$ cat config.mk
export PLATFORM = sky130hd
export DESIGN_NAME = multi_row_decimal_adder_top
export DESIGN_NICKNAME = d
export VERILOG_FILES = /design/src/mrda_pkg.sv /design/src/mrda_ram.sv /design/src/mrda_div10.sv /design/src/multi_row_decimal_adder_top.sv
export SDC_FILE = /design/constraint.sdc
export NUM_CORES = 1
export LEC_CHECK = 0
export CORE_MARGIN = 1
export CORE_UTILIZATION = 60
export DETAILED_ROUTE_END_ITERATION = 6
export DONT_BUFFER_PORTS = 1
export GPL_TIMING_DRIVEN = 0
export PLACE_DENSITY = 0.76
export REMOVE_ABC_BUFFERS = 1
export SKIP_CTS_REPAIR_TIMING = 1
export SYNTH_ARGS = -nofsm -noshare
export SYNTH_HDL_FRONTEND = slang
export SYNTH_SLANG_ARGS = --single-unit
$ cat constraint.sdc
create_clock -name aclk -period 9.3 [get_ports aclk]
set_clock_uncertainty 0.15 [all_clocks]
set_input_delay 0.93 -clock aclk [delete_from_list [all_inputs] [get_ports aclk]]
set_output_delay 0.93 -clock aclk [all_outputs]
set_load 0.05 [all_outputs]
$ cat src/mrda_pkg.sv
// ----------------------------------------------------------------------------
// mrda_pkg
// Shared widths and constants of the multi-row decimal adder.
// ----------------------------------------------------------------------------
`default_nettype none

package mrda_pkg;

    localparam int MAX_DIGITS_DEF = 64;
    localparam int MAX_ROWS_DEF   = 255;

    localparam int DIGIT_W = 4;
    localparam int CFG_W   = 7;
    localparam int SUM_W   = 12;
    localparam int TOTAL_W = SUM_W + 1;
    localparam int CARRY_W = 8;
    localparam int POS_W   = 6;
    localparam int ROW_W   = 8;

    localparam int S_TDATA_W = 8;
    localparam int M_TDATA_W = 24;

    localparam logic [DIGIT_W-1:0] MAX_DIGIT = 4'd9;

    // floor(t / 10) == (t * RECIP) >> RECIP_SHIFT for every t below 43690
    localparam int RECIP_W     = 16;
    localparam int RECIP_SHIFT = 19;
    localparam logic [RECIP_W-1:0] RECIP = 16'd52429;
    localparam int PROD_W = TOTAL_W + RECIP_W;
    localparam int QUOT_W = PROD_W - RECIP_SHIFT;

endpackage

`default_nettype wire

$ cat src/mrda_ram.sv
// ----------------------------------------------------------------------------
// mrda_ram
// Column sum memory: one write port, one read port, registered read data.
// ----------------------------------------------------------------------------
`default_nettype none

module mrda_ram #(
    parameter int DEPTH = mrda_pkg::MAX_DIGITS_DEF,
    parameter int AW    = 6,
    parameter int DW    = mrda_pkg::SUM_W
) (
    input  wire logic          aclk,
    input  wire logic          we,
    input  wire logic [AW-1:0] waddr,
    input  wire logic [DW-1:0] wdata,
    input  wire logic          re,
    input  wire logic [AW-1:0] raddr,
    output logic      [DW-1:0] rdata
);

    logic [DW-1:0] mem [DEPTH];
    logic [DW-1:0] rdata_reg;

    always_ff @(posedge aclk) begin
        if (we) begin
            mem[waddr] <= wdata;
        end
    end

    // read data holds when no read is issued
    always_ff @(posedge aclk) begin
        if (re) begin
            rdata_reg <= mem[raddr];
        end
    end

    assign rdata = rdata_reg;

endmodule

`default_nettype wire

$ cat src/mrda_div10.sv
// ----------------------------------------------------------------------------
// mrda_div10
// Splits a column total into a decimal digit and the carry to the next column.
// ----------------------------------------------------------------------------
`default_nettype none

module mrda_div10 (
    input  wire logic [mrda_pkg::TOTAL_W-1:0] total,
    output logic      [mrda_pkg::QUOT_W-1:0]  quot,
    output logic      [mrda_pkg::DIGIT_W-1:0] rem
);

    logic [mrda_pkg::PROD_W-1:0]  prod;
    logic [mrda_pkg::TOTAL_W-1:0] times10;

    always_comb begin
        prod    = mrda_pkg::PROD_W'(total) * mrda_pkg::PROD_W'(mrda_pkg::RECIP);
        quot    = prod[mrda_pkg::PROD_W-1:mrda_pkg::RECIP_SHIFT];
        // q * 10 as two shifts
        times10 = mrda_pkg::TOTAL_W'({quot, 3'b000}) + mrda_pkg::TOTAL_W'({quot, 1'b0});
        rem     = mrda_pkg::DIGIT_W'(total - times10);
    end

endmodule

`default_nettype wire

$ cat src/multi_row_decimal_adder_top.sv
// ----------------------------------------------------------------------------
// multi_row_decimal_adder_top
// Adds rows of decimal digits into per-column sums held in a memory, then
// walks the columns from least significant and emits one sum digit each.
// ----------------------------------------------------------------------------
// Loading: one digit per cycle, a read-modify-write of its column sum with
//   forwarding from the write of the cycle before.
// Walk: the input stalls from the final digit until the last column is emitted;
//   the first result passes the drain state, the read register and the output
//   register, then one per cycle while m_tready is high (single memory read port).
// Reset (aresetn low, synchronous): column sums read as zero through per-column
//   valid bits, counters and error cleared, digit count 1; no clearing pass.
`default_nettype none

module multi_row_decimal_adder_top #(
    parameter int MAX_DIGITS = mrda_pkg::MAX_DIGITS_DEF,
    parameter int MAX_ROWS   = mrda_pkg::MAX_ROWS_DEF
) (
    input  wire logic                           aclk,
    input  wire logic                           aresetn,
    // configuration: digit_count
    input  wire logic                           cfg_wen,
    input  wire logic [mrda_pkg::CFG_W-1:0]     cfg_wdata,
    // input words
    input  wire logic                           s_tvalid,
    output logic                                s_tready,
    input  wire logic [mrda_pkg::S_TDATA_W-1:0] s_tdata,   // [3:0] digit, [7:4] zero
    input  wire logic                           s_tlast,   // last_digit
    // result words
    output logic                                m_tvalid,
    input  wire logic                           m_tready,
    output logic      [mrda_pkg::M_TDATA_W-1:0] m_tdata,   // [3:0] digit_out,
                                                           // [9:4] position,
                                                           // [17:10] carry_out,
                                                           // [23:18] zero
    output logic                                m_tuser,   // error
    output logic                                m_tlast    // last
);

    localparam int COL_W = (MAX_DIGITS > 1) ? $clog2(MAX_DIGITS) : 1;
    localparam int NW    = $clog2(MAX_DIGITS + 1) + 1;

    typedef enum logic [2:0] {
        ST_LOAD  = 3'b001,
        ST_DRAIN = 3'b010,
        ST_WALK  = 3'b100
    } state_t;

    state_t state_reg, state_next;

    logic [mrda_pkg::CFG_W-1:0] dcount_reg, dcount_next;
    logic [COL_W-1:0]           col_idx_reg, col_idx_next;
    logic [mrda_pkg::ROW_W-1:0] row_cnt_reg, row_cnt_next;
    logic                       err_reg, err_next;
    logic [mrda_pkg::CARRY_W-1:0] carry_reg, carry_next;
    logic [MAX_DIGITS-1:0]      valid_reg, valid_next;

    // load pipeline
    logic                         ld_vld_reg, ld_vld_next;
    logic [COL_W-1:0]             ld_col_reg;
    logic [mrda_pkg::DIGIT_W-1:0] ld_digit_reg;
    logic                         wb_vld_reg;
    logic [COL_W-1:0]             wb_col_reg;
    logic [mrda_pkg::SUM_W-1:0]   wb_data_reg;

    // walk
    logic                         walk_iss_reg, walk_iss_next;
    logic [COL_W-1:0]             walk_col_reg, walk_col_next;
    logic                         rd_vld_reg, rd_vld_next;
    logic [COL_W-1:0]             rd_col_reg;
    logic                         rd_bit_reg;

    // output register
    logic                         m_tvalid_reg, m_tvalid_next;
    logic [mrda_pkg::DIGIT_W-1:0] out_digit_reg;
    logic [mrda_pkg::POS_W-1:0]   out_pos_reg;
    logic [mrda_pkg::CARRY_W-1:0] out_carry_reg;
    logic                         out_err_reg;
    logic                         out_last_reg;

    logic                         accept, too_many, take, row_end, issue, emit, final_col;
    logic [NW-1:0]                ncols;
    logic [mrda_pkg::DIGIT_W-1:0] in_digit, digit_ok;
    logic [mrda_pkg::SUM_W-1:0]   rdata, base, new_sum, walk_sum;
    logic [mrda_pkg::TOTAL_W-1:0] total;
    logic [mrda_pkg::QUOT_W-1:0]  quot;
    logic [mrda_pkg::DIGIT_W-1:0] rem;
    logic                         ram_re;
    logic [COL_W-1:0]             ram_raddr;

    mrda_ram #(
        .DEPTH (MAX_DIGITS),
        .AW    (COL_W),
        .DW    (mrda_pkg::SUM_W)
    ) u_ram (
        .aclk  (aclk),
        .we    (ld_vld_reg),
        .waddr (ld_col_reg),
        .wdata (new_sum),
        .re    (ram_re),
        .raddr (ram_raddr),
        .rdata (rdata)
    );

    mrda_div10 u_div10 (
        .total (total),
        .quot  (quot),
        .rem   (rem)
    );

    always_comb begin
        if (dcount_reg == '0) begin
            ncols = NW'(1);
        end else if (dcount_reg > mrda_pkg::CFG_W'(MAX_DIGITS)) begin
            ncols = NW'(MAX_DIGITS);
        end else begin
            ncols = NW'(dcount_reg);
        end
    end

    assign s_tready = (state_reg == ST_LOAD);
    assign accept   = s_tvalid && s_tready;
    assign in_digit = s_tdata[mrda_pkg::DIGIT_W-1:0];
    assign too_many = (row_cnt_reg >= mrda_pkg::ROW_W'(MAX_ROWS));
    assign take     = accept && !too_many;
    assign digit_ok = (in_digit > mrda_pkg::MAX_DIGIT) ? '0 : in_digit;
    assign row_end  = (NW'(col_idx_reg) + NW'(1)) >= ncols;

    // read-modify-write, forwarding the write of the previous cycle
    always_comb begin
        if (wb_vld_reg && (wb_col_reg == ld_col_reg)) begin
            base = wb_data_reg;
        end else if (valid_reg[ld_col_reg]) begin
            base = rdata;
        end else begin
            base = '0;
        end
        new_sum = base + mrda_pkg::SUM_W'(ld_digit_reg);
    end

    assign emit      = rd_vld_reg && (!m_tvalid_reg || m_tready);
    assign issue     = (state_reg == ST_WALK) && walk_iss_reg && (!rd_vld_reg || emit);
    assign final_col = (rd_col_reg == '0);
    assign walk_sum  = rd_bit_reg ? rdata : '0;
    assign total     = mrda_pkg::TOTAL_W'(walk_sum) + mrda_pkg::TOTAL_W'(carry_reg);

    assign ram_re    = issue || take;
    assign ram_raddr = (state_reg == ST_WALK) ? walk_col_reg : col_idx_reg;

    always_comb begin
        state_next    = state_reg;
        dcount_next   = cfg_wen ? cfg_wdata : dcount_reg;
        col_idx_next  = col_idx_reg;
        row_cnt_next  = row_cnt_reg;
        err_next      = err_reg;
        carry_next    = carry_reg;
        valid_next    = valid_reg;
        ld_vld_next   = take;
        walk_iss_next = walk_iss_reg;
        walk_col_next = walk_col_reg;
        rd_vld_next   = rd_vld_reg;
        m_tvalid_next = m_tvalid_reg;

        if (ld_vld_reg) begin
            valid_next[ld_col_reg] = 1'b1;
        end

        if (accept) begin
            if (too_many || (in_digit > mrda_pkg::MAX_DIGIT)) begin
                err_next = 1'b1;
            end
            if (take) begin
                if (row_end) begin
                    col_idx_next = '0;
                    row_cnt_next = row_cnt_reg + 1'b1;
                end else begin
                    col_idx_next = col_idx_reg + 1'b1;
                end
            end
        end

        if (m_tready) begin
            m_tvalid_next = 1'b0;
        end

        if (issue) begin
            rd_vld_next   = 1'b1;
            walk_col_next = walk_col_reg - 1'b1;
            if (walk_col_reg == '0) begin
                walk_iss_next = 1'b0;
            end
        end else if (emit) begin
            rd_vld_next = 1'b0;
        end

        if (emit) begin
            m_tvalid_next = 1'b1;
            carry_next    = quot[mrda_pkg::CARRY_W-1:0];
        end

        case (state_reg)
            ST_LOAD: begin
                if (accept && s_tlast) begin
                    state_next = ST_DRAIN;
                end
            end
            ST_DRAIN: begin
                // the final digit's write lands in this cycle
                state_next    = ST_WALK;
                walk_iss_next = 1'b1;
                walk_col_next = COL_W'(ncols - NW'(1));
                carry_next    = '0;
            end
            ST_WALK: begin
                if (emit && final_col) begin
                    state_next   = ST_LOAD;
                    valid_next   = '0;
                    col_idx_next = '0;
                    row_cnt_next = '0;
                    err_next     = 1'b0;
                    carry_next   = '0;
                end
            end
            default: begin
                state_next = ST_LOAD;
            end
        endcase
    end

    always_ff @(posedge aclk) begin
        if (!aresetn) begin
            state_reg    <= ST_LOAD;
            dcount_reg   <= mrda_pkg::CFG_W'(1);
            col_idx_reg  <= '0;
            row_cnt_reg  <= '0;
            err_reg      <= 1'b0;
            carry_reg    <= '0;
            valid_reg    <= '0;
            ld_vld_reg   <= 1'b0;
            wb_vld_reg   <= 1'b0;
            walk_iss_reg <= 1'b0;
            walk_col_reg <= '0;
            rd_vld_reg   <= 1'b0;
            m_tvalid_reg <= 1'b0;
        end else begin
            state_reg    <= state_next;
            dcount_reg   <= dcount_next;
            col_idx_reg  <= col_idx_next;
            row_cnt_reg  <= row_cnt_next;
            err_reg      <= err_next;
            carry_reg    <= carry_next;
            valid_reg    <= valid_next;
            ld_vld_reg   <= ld_vld_next;
            wb_vld_reg   <= ld_vld_reg;
            walk_iss_reg <= walk_iss_next;
            walk_col_reg <= walk_col_next;
            rd_vld_reg   <= rd_vld_next;
            m_tvalid_reg <= m_tvalid_next;
        end
    end

    always_ff @(posedge aclk) begin
        if (take) begin
            ld_col_reg   <= col_idx_reg;
            ld_digit_reg <= digit_ok;
        end
        if (ld_vld_reg) begin
            wb_col_reg  <= ld_col_reg;
            wb_data_reg <= new_sum;
        end
        if (issue) begin
            rd_col_reg <= walk_col_reg;
            rd_bit_reg <= valid_reg[walk_col_reg];
        end
        if (emit) begin
            out_digit_reg <= rem;
            out_pos_reg   <= mrda_pkg::POS_W'(rd_col_reg);
            out_carry_reg <= final_col ? quot[mrda_pkg::CARRY_W-1:0] : '0;
            out_err_reg   <= err_reg;
            out_last_reg  <= final_col;
        end
    end

    assign m_tvalid = m_tvalid_reg;
    assign m_tdata  = {
        (mrda_pkg::M_TDATA_W - mrda_pkg::DIGIT_W - mrda_pkg::POS_W - mrda_pkg::CARRY_W)'(0),
        out_carry_reg, out_pos_reg, out_digit_reg
    };
    assign m_tuser  = out_err_reg;
    assign m_tlast  = out_last_reg;

    // walk read data only exists while walking
    a_rd_in_walk: assert property (@(posedge aclk) disable iff (!aresetn)
        rd_vld_reg |-> state_reg == ST_WALK)
        else $error("walk read pending outside walk");

    // a pending column write never overlaps the walk
    a_ld_not_walk: assert property (@(posedge aclk) disable iff (!aresetn)
        ld_vld_reg |-> state_reg != ST_WALK)
        else $error("column write during walk");

    // emitting column zero ends the run and clears the column valid bits and the error
    a_run_end: assert property (@(posedge aclk) disable iff (!aresetn)
        emit && final_col |=> state_reg == ST_LOAD && valid_reg == '0 && !err_reg)
        else $error("run state not cleared after final column");

    // every emitted digit is decimal
    a_digit_dec: assert property (@(posedge aclk) disable iff (!aresetn)
        emit |=> m_tvalid && out_digit_reg <= mrda_pkg::MAX_DIGIT)
        else $error("result digit above nine");

    // the walk never issues a read while input words are accepted
    a_no_overlap: assert property (@(posedge aclk) disable iff (!aresetn)
        issue |-> !accept)
        else $error("walk read collides with input word");

endmodule

`default_nettype wire
Yosys cells after proc, flatten, opt, wreduce, memory -nomap -nowiden:

Memories as Yosys holds them, arrays and structs flattened. A register that Yosys moved wholly into a read port is not among the register bits.
Index checks and enable logic that the tools add are counted.
W data, S select, Z words.

* flip-flop bits (word level): 163
* bits in writable memories: 768
* input port bits: 21
* output and inout port bits: 28
* memories: 1

* add/sub/neg operators: 9
* multiply operators: 1
* $lt $le $gt $ge: 7
* equality and inequality tests: 6
* multiplexer cells: 46
* bitwise gates (word level): 1
* reduce and logical (&&, ||, !) cells: 25

Memory list
* u_ram.mem: words 64, width 12, rd ports 1, clocked after memory_dff 1, write ports 1, line mrda_ram.sv:21 `logic [DW-1:0] mem [DEPTH];`

Operators with widths (number)
* $mux W64: 3
* $or A64 B64 Y64: 1
* $mux W8: 7
* $mux W6: 8
* $mux W12: 3
* $mul A13 B16 Y27 const B: 1
* $mux W1: 16
* $pmux W8 S2: 1
* $lt A6 B7 Y1 const B: 2
* $mux W7: 2
* $add A12 B8 Y13: 1
* $add A12 B4 Y12: 1
* $bmux W1 S6: 2
* $logic_not A6 Y1: 2
* $sub A6 B1 Y6 const B: 2
* $logic_and A1 B1 Y1: 9
* $pmux W3 S3: 1
* $add A8 B1 Y8 const B: 1
* $ge A8 B8 Y1 const B: 1
* $reduce_bool A2 Y1: 4
* $add A6 B1 Y7 const B: 1
* $ge A7 B7 Y1: 1
* $gt A7 B7 Y1 const B: 1
* $logic_not A7 Y1: 1
* 15 further kinds: 23

Longest topological paths before layout:

Gate-level depths: netlist of run 1.

* word-level depth: 9
* mapped depth: 33
* depth with buffers taken out: 32

By module:

From an unflattened synthesis of run 1, not the netlist that was laid out.

* cell total of the unflattened synthesis: 2498
* area, all modules: 41491.0 um^2

Modules (own cells, without submodules)
* mrda_ram: times used 1, cells an instance 1339, area each 29971.2 um^2, seq. area each 23422.5 um^2
* multi_row_decimal_adder_top: times used 1, cells an instance 816, area each 8344.3 um^2, seq. area each 3813.7 um^2
* mrda_div10: times used 1, cells an instance 343, area each 3175.5 um^2, seq. area each 0.0 um^2

Least setup slack after synthesis of run 1:

Ideal clock, no wire load.

* kind: flip-flop to flip-flop
* from: reg rd_bit_reg
* to: reg out_digit_reg[3] (netlist name), data pin
* setup time: 0.264 ns
* arrival: 7.664 ns
* data required time: 8.886 ns
* path slack: 1.222 ns
* cell stages (with the launch flop): 32
* path buffers: 1
* period minus slack after synthesis: 8.078 ns
* cells stage by stage: edfxtp_1 clkbuf_1 and2_1 ha_1 fa_1 a21o_1 a21oi_1 o21bai_1 a21oi_1 o21ai_0 a21oi_1 o21ai_0 a21boi_0 ha_1 fa_1 inv_1 fa_1 fa_1 inv_1 fa_1 ha_1 a21o_1 a21o_1 a221oi_1 o21ai_0 a31oi_1 xor2_1 inv_1 ha_1 a221o_1 a211oi_1 xnor2_1

* word-level cells in the longest chain between the ends: 5

Ends and longest elaborated chain
* from (decl): line multi_row_decimal_adder_top.sv:71 `logic rd_bit_reg;`
* from (signal assigned): line multi_row_decimal_adder_top.sv:273 `rd_bit_reg <= valid_reg[walk_col_reg];`
* $mux W12: line multi_row_decimal_adder_top.sv:144 `assign walk_sum = rd_bit_reg ? rdata : '0;`
* $add A12 B8 Y13: line multi_row_decimal_adder_top.sv:145 `assign total = mrda_pkg::TOTAL_W'(walk_sum) + mrda_pkg::TOTAL_W'(carry_reg);`
* $mul A13 B16 Y27: line mrda_div10.sv:17 `prod = mrda_pkg::PROD_W'(total) * mrda_pkg::PROD_W'(mrda_pkg::RECIP);`
* net quot, one bit: line multi_row_decimal_adder_top.sv:86 `logic [mrda_pkg::QUOT_W-1:0] quot;`
* $add A4 B4 Y4: line mrda_div10.sv:20 `times10 = mrda_pkg::TOTAL_W'({quot, 3'b000}) + mrda_pkg::TOTAL_W'({quot, 1'b0});`
* $sub A4 B4 Y4: line mrda_div10.sv:21 `rem = mrda_pkg::DIGIT_W'(total - times10);`
* net rem, one bit: line multi_row_decimal_adder_top.sv:87 `logic [mrda_pkg::DIGIT_W-1:0] rem;`
* to (signal assigned): line multi_row_decimal_adder_top.sv:276 `out_digit_reg <= rem;`
* to (decl): line multi_row_decimal_adder_top.sv:75 `logic [mrda_pkg::DIGIT_W-1:0] out_digit_reg;`

The timed path passes the listed nets, and every way through them passes these cells.
A chain may end at the register's enable or synchronous reset.

Final worst setup path of run 1:

Ends and elaborated chain as after synthesis.

==> flow_summary.json, run 1 <==
{
  "synth_enable_flop_cells": 835,
  "clock_latency_ns": 0.68,
  "tritoncts": "yes",
  "ios": 49,
  "largest_reg_flops": 768,
  "area_growth_pct": 11.5,
  "placed_area_sq_um": 43900,
  "synth.distinct_cells": 75,
  "startpoint_type": "flop",
  "grt_pass1_wl_um": 156000,
  "h-tree-depth": 3,
  "routabilityCongestion": 0.870,
  "synth.mux.area_fraction": 0.0671,
  "rows": 96,
  "clock_path_buffers": 3,
  "yosys.area_share.simple": 0.132,
  "synth_top_family_by_area": "simple AND/OR/NAND/NOR gates",
  "synth_top_cell_by_area": "edfxtp_1",
  "die_h_um": 267,
  "numPortBuffers": 0,
  "worstPathArrival_ns": 9.00,
  "die_w_um": 267,
  "hold_ws_ns": 0.182,
  "avgViaCountPerCell": 6.33,
  "slew_viol_final": 0,
  "antenna_found_initial": 1,
  "ir_drop_uv": 179,
  "synth_top_area_frac": 0.594,
  "cp.required_ns": 9.55,
  "synth_compound_area_frac": 0.0577,
  "synth_xor_area_frac": 0.0113,
  "drc": 0,
  "min_path_type": "in -> reg",
  "tightestPinTransition_ns": 1.45,
  "grt_pass1_vias": 27300,
  "initial_core_util": 0.611,
  "grt_util_all_layers": 0.288,
  "post-route-period-util": 0.941,
  "avgSynthCellArea_sq_um": 12.8,
  "grt-ovfl-total": 0,
  "fillCellCount": 4521,
  "relSlewSlack": 0.0288,
  "status": "finished clean",
  "final_common_cell": "edfxtp_1",
  "yosys-top-cells-area": "edfxtp_1, nand2_1, dfxtp_1",
  "synthFlopType": "edfxtp_1",
  "place_hpwl_um": 65000,
  "insertedDiodeCount": 0,
  "first_pass_iters": 6,
  "wl_per_cell_um": 23.7,
  "antenna_left": 0,
  "die_area_sq_um": 71400,
  "yosysWarnings": 0,
  "ys_seq_elements": 943,
  "rsz0062_at_grt": "no",
  "end_kind": "flop",
  "numCtsBuffers": 95,
  "drive_above_1_share": 0.0887,
  "cts-root-buf": "clkbuf_16",
  "setup_viol_count_final": 0,
  "finalCriticalPeriod_ns": 8.75,
  "seq_area_sq_um": 27200,
  "crit_fanout": 14,
  "drt_iter0_drc": 3458,
  "final_nets": 3455,
  "most-common-layout-cells": "edfxtp_1, nand2_1, nand3_1",
  "grt_max_degree": 101,
  "path_class": "reg -> reg",
  "path_clk_slew_ns": 0.06,
  "leakage_nw": 17.5,
  "cap_violations": 0,
  "routed_wl_um": 102000,
  "yosys.area_share.adder": 0.0531,
  "cpMostUsedCell": "fa_1",
  "timing.final.hold_violations": 0,
  "p_per_area_nw_per_um2": 204,
  "critPathMaxStageDelay_ns": 0.54,
  "ys_async_sr_fraction": 0,
  "via_count": 27100,
  "netlist_area_sq_um": 42200,
  "final_cell_area_sq_um": 47100,
  "finalPower_mw": 9.62,
  "multiInputGateArea_sq_um": 13900,
  "slowest_stage": "edfxtp_1",
  "ys_seq_area_frac": 0.645,
  "clock_sinks": 943,
  "core_region_area_sq_um": 69100,
  "synthCells": 3306,
  "max_freq_ghz": 0.114
}
-- metrics by stage --
step	setup TNS [ns]	std cells	util	worst slack, ns
6_report	0	4292	0.682	0.549
5_1_grt	0	4292	0.682	0.112
4_1_cts	0	4280	0.679	0.179
3_5_place_dp	0	4107	0.635	0.206
3_3_place_gp	-431.57	4050	0.615	-3.12
2_1_floorplan	0	3119	-	1.29
-- cell families (layout without fill, tap and decap cells) --
family | Yosys count | in the layout
AO/OA/AOI/OAI | 320 | 320
XOR/XNOR | 53 | 53
adder cells (fa/ha/maj) | 149 | 149
buffers and inverters | 313 | 363
flip-flops | 943 | 943
multiplexers | 244 | 244
other | 1 | 6
AND/OR/NAND/NOR | 1283 | 1283
-- where the power goes --
| group | internal (mW) | total, mW | switching (mW) |
|---|---|---|---|
| clock | 2.09 | 3.69 | 1.60 |
| sequential | 4.68 | 4.72 | 0.0418 |
| combinational | 0.455 | 1.22 | 0.761 |
-- worst max-delay path, delay by kind of cell (launching register included) --
kind | cells | cell delay, ns
AO/OA/AOI/OAI | 15 | 3.44
XOR/XNOR | 2 | 0.36
adder cells (fa/ha/maj) | 9 | 3.59
buffers and inverters | 3 | 0.19
flip-flops | 1 | 0.54
AND/OR/NAND/NOR | 1 | 0.23
-- synth_stat cells (all sizes together), types with 34 or more instances --
| library cell | count |
|---|---|
| edfxtp | 835 |
| nand2 | 658 |
| nor2 | 228 |
| mux2i | 211 |
| nand3 | 210 |
| inv | 121 |
| dfxtp | 108 |
| ha | 99 |
| buf | 98 |
| clkbuf | 94 |
| a311oi | 84 |
| and3 | 72 |
| fa | 50 |
| a21oi | 34 |
-- path summary, 6_finish.rpt --
path	from	endpoint	slack, ns	depth (start not counted)
setup / recovery	rd_bit_reg$_DFFE_PP_	out_digit_reg[3]$_DFFE_PP_	0.55	30
setup reg to reg	rd_bit_reg$_DFFE_PP_	out_digit_reg[3]$_DFFE_PP_	0.55	30
hold / removal	aresetn	state_reg[0]$_SDFFE_PN1P_	0.18	1
hold reg to reg	rd_col_reg[1]$_DFFE_PP_	out_pos_reg[1]$_DFFE_PP_	0.30	0
-- routing by layer --
metal	up-vias	global-route usage	share of wire
met2	1439	0.471	0.49
met5	-	0	0
met1	13500	0.383	0.39
met4	0	0.128	0.041
li1	12000	-	-
met3	265	0.0454	0.086
-- cell type report --
class,instances,area share
timing repair buffer,69,0.0282
sequential,943,0.579
clock inverter,46,0.00917
clock buffer,127,0.0552
multi-input combinational,2055,0.294
tap,931,0.0247
inverter,121,0.00965
(Power assumes the default switching activity.)
==> run 2, diff against run 1 <==
- clock period: 9.3 -> 11.3 ns (I/O delays scaled with it)
==> run 2 against run 1 <==
Worst setup slack gained 1.6 ns. Combinational power shrank 18%. Final cell count is essentially flat. Core utilization is essentially flat. First-iteration DRC count grew 3.0%. Highest routed layer unchanged.
==> flow_summary.json, run 2 (synthesis gave the netlist of run 1 again) <==
{
  "fin_cells": 4291,
  "setup_viol_count_final": 0,
  "h-tree-depth": 3,
  "cts-root-buf": "clkbuf_16",
  "numPortBuffers": 0,
  "largest_reg_flops": 768,
  "dp_cells": 4107,
  "routabilityCongestion": 0.870,
  "min_path_type": "reg -> reg",
  "initial_core_util": 0.611,
  "critPathMaxStageDelay_ns": 0.54,
  "antenna_left": 0,
  "place_hpwl_um": 65000,
  "antenna_found_initial": 1,
  "crit_fanout": 14,
  "startpoint_type": "flop",
  "avgViaCountPerCell": 6.34,
  "path_clk_slew_ns": 0.06,
  "die_area_sq_um": 71400,
  "ios": 49,
  "clock_sinks": 943,
  "max_freq_ghz": 0.110,
  "placed_area_sq_um": 43900,
  "insertedDiodeCount": 0,
  "routed_wl_um": 101000,
  "end_kind": "flop",
  "clock_latency_ns": 0.68,
  "rows": 96,
  "die_w_um": 267,
  "drt_iter0_drc": 3563,
  "dp_slack_ns": 2.21,
  "drive_above_1_share": 0.0881,
  "grt_max_degree": 101,
  "timing.final.hold_violations": 0,
  "area_growth_pct": 11.5,
  "via_count": 27200,
  "fin_util": 0.681,
  "final_cell_area_sq_um": 47100,
  "tritoncts": "yes",
  "grt_pass1_vias": 27300,
  "ir_drop_uv": 147,
  "drc": 0,
  "die_h_um": 267,
  "core_region_area_sq_um": 69100,
  "clock_path_buffers": 3,
  "leakage_nw": 17.5,
  "fillCellCount": 4521,
  "most-common-layout-cells": "edfxtp_1, nand2_1, nand3_1",
  "cap_violations": 0,
  "layout_setup_ws_ns": 2.18,
  "seq_area_sq_um": 27200,
  "hold_ws_ns": 0.298,
  "worstPathArrival_ns": 9.37,
  "final_common_cell": "edfxtp_1",
  "first_pass_iters": 6,
  "cpMostUsedCell": "fa_1",
  "cp.required_ns": 11.55,
  "multiInputGateArea_sq_um": 13900,
  "tightestPinTransition_ns": 1.47,
  "slowest_stage": "edfxtp_1",
  "relSlewSlack": 0.0166,
  "grt-ovfl-total": 0,
  "grt_pass1_wl_um": 156000,
  "finalCriticalPeriod_ns": 9.12,
  "p_per_area_nw_per_um2": 168,
  "path_class": "reg -> reg",
  "post-route-period-util": 0.807,
  "wl_per_cell_um": 23.6,
  "status": "finished clean",
  "slew_viol_final": 0,
  "final_nets": 3454,
  "grt_util_all_layers": 0.288,
  "numCtsBuffers": 95,
  "rsz0062_at_grt": "no"
}
-- run 2: cell types whose count changed in the layout (fill, tap and decap cells not counted) --
cell      change
a21boi_2      -1
buf_4         -1
a21boi_0      +1
-- run 2: final cells by class --
| cell class | instances | share of cell area |
|---|---|---|
| repair buffers | 68 | 0.0280 |
| flip-flops and latches | 943 | 0.579 |
| inverters | 121 | 0.00965 |
| clock inverters | 46 | 0.00917 |
| well taps | 931 | 0.0247 |
| clock buffers | 127 | 0.0552 |
| multi-input cells | 2055 | 0.294 |
-- run 2: critical path: cells and delay by family (launching register included) --
kind / cells / cell delay, ns
compound gates: 15 / 3.62
xor+xnor: 2 / 0.46
simple gates: 1 / 0.22
buf+inv: 3 / 0.21
flops: 1 / 0.54
fa+ha+maj: 9 / 3.66
-- run 2: metal layers --
layer	GRT usage	vias to the layer above	wire length, um
met5	0	-	0
met4	0.128	0	4210
met3	0.0454	286	9180
met2	0.471	1535	49100
met1	0.383	13400	39000
li1	-	12000	-
-- run 2: report_power, final --
group / switching [mW] / internal [mW]
Combinational: 0.626 / 0.370
Sequential: 0.0345 / 3.85
Clock: 1.31 / 1.72
-- run 2: worst paths after layout --
path                      startpoint                    endpoint  slack [ns]  cells after the start
max             rd_bit_reg$_DFFE_PP_  out_digit_reg[3]$_DFFE_PP_        2.18                     30
min          rd_col_reg[1]$_DFFE_PP_    out_pos_reg[1]$_DFFE_PP_        0.30                      0
max reg2reg     rd_bit_reg$_DFFE_PP_  out_digit_reg[3]$_DFFE_PP_        2.18                     30
min reg2reg  rd_col_reg[1]$_DFFE_PP_    out_pos_reg[1]$_DFFE_PP_        0.30                      0
-- run 2: per-stage QoR --
stage / setup TNS [ns] / power (mW)
global route: 0 / 8.15
finish: 0 / 7.91
floorplan: 0 / 4.64
CTS: 0 / 7.91
global placement: -73.35 / 4.93
detailed placement: 0 / 4.94
